### config.mk
export PLATFORM = sky130hd
export DESIGN_NAME = text_console_char_writer_top
export DESIGN_NICKNAME = d
export VERILOG_FILES = /design/src/rtl/core/ccw_pkg.sv /design/src/rtl/core/ccw_cursor.sv /design/src/rtl/core/ccw_seq.sv /design/src/rtl/core/text_console_char_writer_top.sv
export SDC_FILE = /design/constraint.sdc
export NUM_CORES = 1
export LEC_CHECK = 0
export BUFFER_PORTS_ARGS = -buffer_cell sky130_fd_sc_hd__buf_2
export CAP_MARGIN = 20
export CORE_UTILIZATION = 51
export CTS_CLUSTER_DIAMETER = 100
export DETAILED_ROUTE_END_ITERATION = 10
export PLACE_DENSITY = 0.77
export SETUP_SLACK_MARGIN = 0.05
export SYNTH_ARGS = -nofsm -noshare
export SYNTH_HDL_FRONTEND = slang
export SYNTH_SLANG_ARGS = --single-unit
### constraint.sdc
create_clock -name aclk -period 2.1 [get_ports aclk]
set_clock_uncertainty 0.05 [all_clocks]
set_input_delay 0.525 -clock aclk [delete_from_list [all_inputs] [get_ports aclk]]
set_output_delay 0.525 -clock aclk [all_outputs]
set_load 0.005 [all_outputs]
### src/rtl/core/ccw_pkg.sv
package ccw_pkg;

    // register indexes on the configuration channel
    localparam logic [1:0] REG_TEXT_ATTR      = 2'd0;
    localparam logic [1:0] REG_ERROR_COLOUR   = 2'd1;
    localparam logic [1:0] REG_INITIAL_ROW    = 2'd2;
    localparam logic [1:0] REG_INITIAL_COL    = 2'd3;

    localparam logic [7:0] TEXT_ATTR_RST      = 8'd7;
    localparam logic [7:0] ERROR_COLOUR_RST   = 8'd4;

    // result item kinds
    localparam logic KIND_CELL   = 1'b0;
    localparam logic KIND_SCROLL = 1'b1;

    localparam int M_DATA_W = 32;

    localparam logic [7:0] CHR_NEWLINE   = 8'h0A;
    localparam logic [7:0] CHR_TAB       = 8'h09;
    localparam logic [7:0] CHR_CTRL_MAX  = 8'h1F;
    localparam logic [7:0] CHR_DEL       = 8'h7F;
    localparam logic [7:0] CHR_PRINT_MAX = 8'h7E;
    localparam logic [6:0] GLYPH_SPACE   = 7'h20;
    localparam logic [6:0] GLYPH_CARET   = 7'h5E;
    localparam logic [6:0] GLYPH_BSLASH  = 7'h5C;
    localparam logic [6:0] GLYPH_X       = 7'h78;
    localparam logic [7:0] CTRL_FLIP     = 8'h40;

    typedef enum logic [1:0] {
        ST_IDLE,
        ST_NEWLINE,
        ST_CELL,
        ST_SCROLL
    } state_t;

    typedef enum logic [2:0] {
        CUR_NONE,
        CUR_ADVANCE,
        CUR_NEWLINE,
        CUR_LOAD_ROW,
        CUR_LOAD_COL
    } cur_cmd_t;

    typedef enum logic [2:0] {
        BC_NEWLINE,
        BC_TAB,
        BC_CTRL,
        BC_PRINT,
        BC_HIGH
    } byte_class_t;

    typedef struct packed {
        logic wrap;      // column step would reach the screen width
        logic row_last;  // cursor sits on the bottom row
    } cur_status_t;

    function automatic byte_class_t classify(input logic [7:0] b);
        byte_class_t c;
        if (b == CHR_NEWLINE) begin
            c = BC_NEWLINE;
        end else if (b == CHR_TAB) begin
            c = BC_TAB;
        end else if (b <= CHR_CTRL_MAX || b == CHR_DEL) begin
            c = BC_CTRL;
        end else if (b <= CHR_PRINT_MAX) begin
            c = BC_PRINT;
        end else begin
            c = BC_HIGH;
        end
        return c;
    endfunction

    function automatic logic [6:0] hex_glyph(input logic [3:0] n);
        logic [6:0] g;
        if (n < 4'd10) begin
            g = 7'h30 + 7'(n);
        end else begin
            g = 7'h37 + 7'(n);
        end
        return g;
    endfunction

endpackage

### src/rtl/core/ccw_cursor.sv
module ccw_cursor import ccw_pkg::*; #(
    parameter int SCREEN_ROWS = 25,
    parameter int SCREEN_COLS = 80
) (
    input  logic                           aclk,
    input  logic                           aresetn,
    input  cur_cmd_t                       cmd,
    input  logic [7:0]                     load_val,
    output logic [$clog2(SCREEN_ROWS)-1:0] row,
    output logic [$clog2(SCREEN_COLS)-1:0] col,
    output cur_status_t                    status
);

    localparam int ROW_W = $clog2(SCREEN_ROWS);
    localparam int COL_W = $clog2(SCREEN_COLS);

    logic [ROW_W-1:0] row_reg, row_next, row_step;
    logic [COL_W-1:0] col_reg, col_next;
    logic [COL_W:0]   col_inc;
    logic [4:0]       ld_row;
    logic [6:0]       ld_col;

    assign ld_row = load_val[4:0];
    assign ld_col = load_val[6:0];

    // shared step unit: one increment and compare per axis
    assign col_inc         = (COL_W+1)'(col_reg) + (COL_W+1)'(1);
    assign status.wrap     = (col_inc == (COL_W+1)'(SCREEN_COLS));
    assign status.row_last = (row_reg == ROW_W'(SCREEN_ROWS - 1));
    // bottom row stays put; the scroll item moves the screen instead
    assign row_step        = status.row_last ? row_reg : row_reg + ROW_W'(1);

    always_comb begin
        row_next = row_reg;
        col_next = col_reg;
        unique case (cmd)
            CUR_NONE: begin
            end
            CUR_ADVANCE: begin
                if (status.wrap) begin
                    col_next = '0;
                    row_next = row_step;
                end else begin
                    col_next = col_inc[COL_W-1:0];
                end
            end
            CUR_NEWLINE: begin
                col_next = '0;
                row_next = row_step;
            end
            CUR_LOAD_ROW: begin
                if (int'(ld_row) >= SCREEN_ROWS) begin
                    row_next = ROW_W'(SCREEN_ROWS - 1);
                end else begin
                    row_next = ROW_W'(ld_row);
                end
            end
            CUR_LOAD_COL: begin
                if (int'(ld_col) >= SCREEN_COLS) begin
                    col_next = COL_W'(SCREEN_COLS - 1);
                end else begin
                    col_next = COL_W'(ld_col);
                end
            end
            default: begin
            end
        endcase
    end

    always_ff @(posedge aclk) begin
        if (!aresetn) begin
            row_reg <= '0;
            col_reg <= '0;
        end else begin
            row_reg <= row_next;
            col_reg <= col_next;
        end
    end

    assign row = row_reg;
    assign col = col_reg;

endmodule

### src/rtl/core/ccw_seq.sv
module ccw_seq import ccw_pkg::*; #(
    parameter int SCREEN_ROWS = 25,
    parameter int SCREEN_COLS = 80,
    parameter int TAB_SPACES  = 4
) (
    input  logic                           aclk,
    input  logic                           aresetn,
    input  logic                           s_tvalid,
    output logic                           s_tready,
    input  logic [7:0]                     s_tdata,
    input  logic [7:0]                     text_attr,
    input  logic [7:0]                     error_colour,
    input  logic [$clog2(SCREEN_ROWS)-1:0] cur_row,
    input  logic [$clog2(SCREEN_COLS)-1:0] cur_col,
    input  cur_status_t                    cur_status,
    output cur_cmd_t                       cur_cmd,
    output logic                           m_tvalid,
    input  logic                           m_tready,
    output logic [M_DATA_W-1:0]            m_tdata,
    output logic                           m_tuser,
    output logic                           m_tlast
);

    localparam int MAX_CELLS = (TAB_SPACES > 4) ? TAB_SPACES : 4;
    localparam int IDX_W     = $clog2(MAX_CELLS + 1);

    state_t              state_reg, state_next;
    byte_class_t         class_reg;
    logic [7:0]          byte_reg;
    logic [IDX_W-1:0]    idx_reg, idx_next, ncells;
    logic                m_valid_reg;
    logic [M_DATA_W-1:0] m_data_reg;
    logic                m_user_reg, m_last_reg;

    logic                accept, can_emit, emit, cnt_last, cell_scroll;
    logic                item_kind, item_last;
    logic [6:0]          glyph;
    logic [7:0]          attr;
    logic [M_DATA_W-1:0] item_data;

    assign accept      = s_tvalid && s_tready;
    assign can_emit    = !m_valid_reg || m_tready;
    assign cell_scroll = cur_status.wrap && cur_status.row_last;
    assign cnt_last    = (idx_reg == ncells - IDX_W'(1));

    always_comb begin
        unique case (class_reg)
            BC_NEWLINE: ncells = '0;
            BC_TAB:     ncells = IDX_W'(TAB_SPACES);
            BC_CTRL:    ncells = IDX_W'(2);
            BC_PRINT:   ncells = IDX_W'(1);
            BC_HIGH:    ncells = IDX_W'(4);
            default:    ncells = '0;
        endcase
    end

    always_comb begin
        glyph = '0;
        attr  = error_colour;
        unique case (class_reg)
            BC_NEWLINE: glyph = '0;
            BC_TAB: begin
                glyph = GLYPH_SPACE;
                attr  = text_attr;
            end
            BC_CTRL: begin
                if (idx_reg == '0) begin
                    glyph = GLYPH_CARET;
                end else begin
                    glyph = 7'(byte_reg ^ CTRL_FLIP);
                end
            end
            BC_PRINT: begin
                glyph = byte_reg[6:0];
                attr  = text_attr;
            end
            BC_HIGH: begin
                unique case (idx_reg[1:0])
                    2'd0: glyph = GLYPH_BSLASH;
                    2'd1: glyph = GLYPH_X;
                    2'd2: glyph = hex_glyph(byte_reg[7:4]);
                    2'd3: glyph = hex_glyph(byte_reg[3:0]);
                    default: glyph = '0;
                endcase
            end
            default: glyph = '0;
        endcase
    end

    // outputs of the sequencer
    always_comb begin
        s_tready  = 1'b0;
        cur_cmd   = CUR_NONE;
        emit      = 1'b0;
        item_kind = KIND_CELL;
        item_last = 1'b0;
        idx_next  = idx_reg;
        unique case (state_reg)
            ST_IDLE: begin
                s_tready = 1'b1;
                idx_next = '0;
            end
            ST_NEWLINE: begin
                cur_cmd = CUR_NEWLINE;
            end
            ST_CELL: begin
                if (can_emit) begin
                    emit      = 1'b1;
                    cur_cmd   = CUR_ADVANCE;
                    item_last = cnt_last && !cell_scroll;
                    idx_next  = idx_reg + IDX_W'(1);
                end
            end
            ST_SCROLL: begin
                if (can_emit) begin
                    emit      = 1'b1;
                    item_kind = KIND_SCROLL;
                    // idx already stepped past the cell that caused the scroll
                    item_last = (idx_reg == ncells);
                end
            end
            default: begin
            end
        endcase
    end

    always_comb begin
        state_next = state_reg;
        unique case (state_reg)
            ST_IDLE: begin
                if (accept) begin
                    state_next = (classify(s_tdata) == BC_NEWLINE) ? ST_NEWLINE : ST_CELL;
                end
            end
            ST_NEWLINE: begin
                state_next = cur_status.row_last ? ST_SCROLL : ST_IDLE;
            end
            ST_CELL: begin
                if (can_emit) begin
                    priority if (cell_scroll) begin
                        state_next = ST_SCROLL;
                    end else if (cnt_last) begin
                        state_next = ST_IDLE;
                    end else begin
                        state_next = ST_CELL;
                    end
                end
            end
            ST_SCROLL: begin
                if (can_emit) begin
                    state_next = (idx_reg == ncells) ? ST_IDLE : ST_CELL;
                end
            end
            default: state_next = ST_IDLE;
        endcase
    end

    // tdata: cell_row, cell_col, glyph, attribute from bit 0 up
    always_comb begin
        if (item_kind == KIND_SCROLL) begin
            item_data = '0;
        end else begin
            item_data = M_DATA_W'({attr, glyph, 7'(cur_col), 5'(cur_row)});
        end
    end

    always_ff @(posedge aclk) begin
        if (!aresetn) begin
            state_reg   <= ST_IDLE;
            idx_reg     <= '0;
            m_valid_reg <= 1'b0;
        end else begin
            state_reg <= state_next;
            idx_reg   <= idx_next;
            if (emit) begin
                m_valid_reg <= 1'b1;
            end else if (m_tready) begin
                m_valid_reg <= 1'b0;
            end
        end
    end

    always_ff @(posedge aclk) begin
        if (accept) begin
            byte_reg  <= s_tdata;
            class_reg <= classify(s_tdata);
        end
        if (emit) begin
            m_data_reg <= item_data;
            m_user_reg <= item_kind;
            m_last_reg <= item_last;
        end
    end

    assign m_tvalid = m_valid_reg;
    assign m_tdata  = m_data_reg;
    assign m_tuser  = m_user_reg;
    assign m_tlast  = m_last_reg;

endmodule

### src/rtl/core/text_console_char_writer_top.sv
// Text console character writer.
// s_ channel: one beat per input byte (s_tdata[7:0]). Each byte becomes a run of
// result beats on the m_ channel, m_tlast set on the final beat of the run; a
// newline that is not on the bottom row gives no beat at all.
// m_tuser = 0: cell write, m_tdata holds row, column, glyph and attribute.
// m_tuser = 1: scroll the screen up one line and clear the bottom row; m_tdata = 0.
// cfg channel: cfg_index selects text color, error color, cursor row or
// cursor column; always ready, one write per cycle. Row and column writes load
// the cursor directly from cfg_data[4:0] and cfg_data[6:0], clamped to the screen.
// Timing: a byte is taken in ST_IDLE, then the sequencer issues one result beat
// per cycle through the shared cursor step unit while the m_ side does not stall:
// 1 cell for a printable byte, 2 for a control escape, 4 for a hex escape,
// TAB_SPACES for a tab, plus one scroll beat for each scroll. A newline moves the
// cursor in ST_NEWLINE, then ST_SCROLL when it scrolls; s_tready is low meanwhile.
// m_tvalid rises once the first result beat of a byte reaches the output register.
// A stalled m_ side freezes the sequencer with the beat held in the output
// register; nothing is dropped.
// Reset puts the cursor at row 0, column 0 and the colors at 7 and 4.
module text_console_char_writer_top import ccw_pkg::*; #(
    parameter int SCREEN_COLS = 80,
    parameter int SCREEN_ROWS = 25,
    parameter int TAB_SPACES  = 4
) (
    input  logic                aclk,
    input  logic                aresetn,
    input  logic                s_tvalid,
    output logic                s_tready,
    input  logic [7:0]          s_tdata,   // byte_in
    output logic                m_tvalid,
    input  logic                m_tready,
    output logic [M_DATA_W-1:0] m_tdata,   // cell_row[4:0], cell_col[11:5], glyph[18:12],
                                           // attribute[26:19], zero[31:27]
    output logic                m_tuser,   // kind
    output logic                m_tlast,
    input  logic                cfg_valid,
    output logic                cfg_ready,
    input  logic [1:0]          cfg_index,
    input  logic [7:0]          cfg_data
);

    logic [7:0]                     text_attr_reg, error_colour_reg;
    logic [$clog2(SCREEN_ROWS)-1:0] cur_row;
    logic [$clog2(SCREEN_COLS)-1:0] cur_col;
    cur_status_t                    cur_status;
    cur_cmd_t                       seq_cmd, cur_cmd;
    logic                           cfg_wr;

    assign cfg_ready = 1'b1;
    assign cfg_wr    = cfg_valid && cfg_ready;

    always_ff @(posedge aclk) begin
        if (!aresetn) begin
            text_attr_reg    <= TEXT_ATTR_RST;
            error_colour_reg <= ERROR_COLOUR_RST;
        end else if (cfg_wr) begin
            if (cfg_index == REG_TEXT_ATTR) begin
                text_attr_reg <= cfg_data;
            end
            if (cfg_index == REG_ERROR_COLOUR) begin
                error_colour_reg <= cfg_data;
            end
        end
    end

    // cursor loads must come only while the sequencer is idle; the block does not enforce this
    always_comb begin
        priority if (cfg_wr && cfg_index == REG_INITIAL_ROW) begin
            cur_cmd = CUR_LOAD_ROW;
        end else if (cfg_wr && cfg_index == REG_INITIAL_COL) begin
            cur_cmd = CUR_LOAD_COL;
        end else begin
            cur_cmd = seq_cmd;
        end
    end

    ccw_cursor #(
        .SCREEN_ROWS (SCREEN_ROWS),
        .SCREEN_COLS (SCREEN_COLS)
    ) u_cursor (
        .aclk     (aclk),
        .aresetn  (aresetn),
        .cmd      (cur_cmd),
        .load_val (cfg_data),
        .row      (cur_row),
        .col      (cur_col),
        .status   (cur_status)
    );

    ccw_seq #(
        .SCREEN_ROWS (SCREEN_ROWS),
        .SCREEN_COLS (SCREEN_COLS),
        .TAB_SPACES  (TAB_SPACES)
    ) u_seq (
        .aclk           (aclk),
        .aresetn        (aresetn),
        .s_tvalid       (s_tvalid),
        .s_tready       (s_tready),
        .s_tdata        (s_tdata),
        .text_attr      (text_attr_reg),
        .error_colour   (error_colour_reg),
        .cur_row        (cur_row),
        .cur_col        (cur_col),
        .cur_status     (cur_status),
        .cur_cmd        (seq_cmd),
        .m_tvalid       (m_tvalid),
        .m_tready       (m_tready),
        .m_tdata        (m_tdata),
        .m_tuser        (m_tuser),
        .m_tlast        (m_tlast)
    );

endmodule

==> run metrics <==
Die ar. 8090 um2; post-synth design cell area 3950 um2; Slowest-stage cell, CP edfxtp_1; initial antenna violation count 0; count of cell types in the netlist 60; CTS Buffer Depth 2; Die Ht 90.0 um; Clk pwr share 0.332; Fmax achieved 525 MHz; P_sw 962 uW; max-cap violations 0; crit-path cells nor2b_1, a31oi_1, a22oi_2, a21oi_1, a211oi_2; IO Port Bufs 53; Die Span X 90.0 um; Worst Setup Start Kind register; Final Slew Violations 0; pin count of the biggest net entering global routing 18; grt total ovfl 0; Setup CP Type register to register; combinational power share 0.174; Layout Nets 516; WP data arrival 2.05 ns; post-layout minimum cycle time 1.91 ns; Post-synth EDFFs 40; HP Class input port to register; count of final setup violators 0; max incr delay on CP 0.51 ns; Critical Path Sink Type register; Starting Density 0.535; VDD IR-drop max 0.429 mV; setup TNS 0 ns; total track usage 0.234; Final HPWL DP 6600 um; Core Region 7370 um2; share of layout cells above drive strength 1 0.195; RSZ-0062 raised after global routing no; sequential share of power 0.494; DR iter-0 viols 237; leak pwr 1.83 nW; cell area power density 778 nW/um2; total clock buffers created by CTS 9; worst-skew pair later-pin latency 0.35 ns; Cells after Synth 426; cell family with most CP delay compound AO/OA/AOI/OAI gates; GPL Wtd Cong 0.932; Main synth FF type edfxtp_1; synth-to-layout area growth 15.4%; CP Depth 5; wire length of the first global-routing pass 15,000 um; FFs w/ async S/R, synth 0; Fin. Hold Viols 0; flops & latches, synth 74; Routed wire per std cell 15.3 um; Sw Share 0.271; Avg Synthesized Cell Area 9.26 um2; R2R depth 5; Root Buffer clkbuf_8; CTS HTree Levels 3; placed cells 572; residual DRC count 0; drt via density 5.72; post-CTS setup buffer count 0; vias 3,359; hold depth 1; final WL 9010 um; CP required 2.24 ns; final period utilization 0.908; Reg clk slew, reported paths 0.07 ns; CP Buf/Inv Count 0; vias in the first global route 3,163; number of I/O pins 60; num rows 31; non-filler cells in the finished layout 587; number of sinks on the clock net 74; Inserted Diodes 0; yosys warns 0; CTS resizes 0; Final ANT Viol Nets 0; Min Hold Slack 0.331 ns; slew margin rel. 0.654; max reg flops 27; Pre-antenna DRT Iters 5; slew at the pin closest to its max-slew limit 0.518 ns; register area share after synthesis 0.477; CTS tree built; CP Max Fanout 10; Internal 2.58 mW; status complete, no violations; Hold Buf Count CTS 0
[metal layers]
layer | track usage | wire [um] | vias to the layer above
li1 | - | - | 1625
met4 | 0.112 | 213 | 0
met1 | 0.292 | 4020 | 1591
met2 | 0.390 | 4310 | 125
met5 | 0 | 0 | -
met3 | 0.0440 | 471 | 18
[stage by stage]
step / setup slack (ns) / utilization / total power [mW] / area (um2)
floorplan: 0.149 / - / 2.16 / 3960
global placement: 0.225 / 0.590 / 2.36 / 4350
detailed placement: 0.204 / 0.590 / 2.39 / 4350
CTS: 0.225 / 0.618 / 3.56 / 4550
global route: 0.0981 / 0.618 / 3.71 / 4550
finish: 0.194 / 0.618 / 3.54 / 4550
[worst register-to-register path, stage by stage (launching register included)]
cell,delay (ns)
edfxtp_1,0.51
nor2b_1,0.49
a31oi_1,0.19
a22oi_2,0.20
a21oi_1,0.10
a211oi_2,0.20
[cell usage after synthesis (all sizes together), types with 2 or more instances]
master,n,area share
a211oi,3,0.0070
a21o,4,0.0076
a21oi,42,0.053
a221oi,2,0.0044
a22oi,3,0.0070
a31oi,7,0.011
a32oi,3,0.0067
and2,4,0.0063
and3,2,0.0032
buf,13,0.023
clkbuf,14,0.013
conb,2,0.0019
dfxtp,34,0.17
edfxtp,40,0.30
ha,9,0.029
inv,14,0.013
mux2i,18,0.046
nand2,48,0.046
nand2b,6,0.0095
nand3,10,0.013
nand3b,2,0.0038
nand4,3,0.0048
nand4b,2,0.0060
nor2,53,0.050
nor2b,15,0.026
nor3,10,0.013
nor3b,4,0.010
o211ai,3,0.0070
o21a,4,0.0076
o21ai,25,0.032
o22ai,2,0.0032
o31ai,2,0.0038
o32ai,2,0.0044
or3,2,0.0032
xnor2,3,0.0067
xor2,4,0.0089
[area by class of cell]
cell class	instances	area, um2
Clock buffer	10	128
Clock inverter	5	78.8
Fill cell	641	2820
Inverter	15	58.8
Multi-Input combinational cell	314	1880
Sequential cell	74	1880
Tap cell	99	124
Timing Repair Buffer	70	405
[worst paths after layout]
path	end	slack (ns)	start
hold reg to reg	error_colour_reg[2]	0.43	error_colour_reg[2]
setup reg to reg	u_seq.m_tlast	0.19	u_seq.class_reg[1]
hold / removal	u_seq.byte_reg[4]	0.33	s_tdata[4]
setup / recovery	u_seq.m_tlast	0.19	u_seq.class_reg[1]
[power by group through the flow]
| stage | Sequential, mW | Clock (mW) | Combinational (mW) |
|---|---|---|---|
| floorplan | 1.77 | 0 | 0.396 |
| global placement | 1.78 | 0 | 0.586 |
| detailed placement | 1.78 | 0 | 0.607 |
| CTS | 1.75 | 1.19 | 0.615 |
| global route | 1.77 | 1.26 | 0.682 |
| finish | 1.75 | 1.18 | 0.618 |
[cells by family after synthesis]
family	share of synthesized area
multiplexers	0.0457
AND/OR/NAND/NOR	0.205
other	0.00190
AO/OA/AOI/OAI	0.176
flip-flops	0.477
buffers and inverters	0.0507
adder cells (fa/ha/maj)	0.0285
XOR/XNOR	0.0155
[placed cells by master (no fill, tap or decap), types with 3 or more instances in the layout]
master    instances
a21o_1            4
a21oi_1          42
a31oi_1           7
a32oi_1           3
and2_1            4
buf_2            53
buf_4            16
clkbuf_8          9
conb_1            6
dfxtp_1          34
edfxtp_1         40
ha_1              9
inv_1            12
mux2i_1          18
nand2_1          48
nand2b_1          6
nand3_1          10
nand4_1           3
nor2_1           53
nor2b_1          13
nor3_1           10
nor3b_1           3
o21a_1            4
o21ai_0          24
xnor2_1           3
xor2_1            4
(Power assumes the default switching activity.)
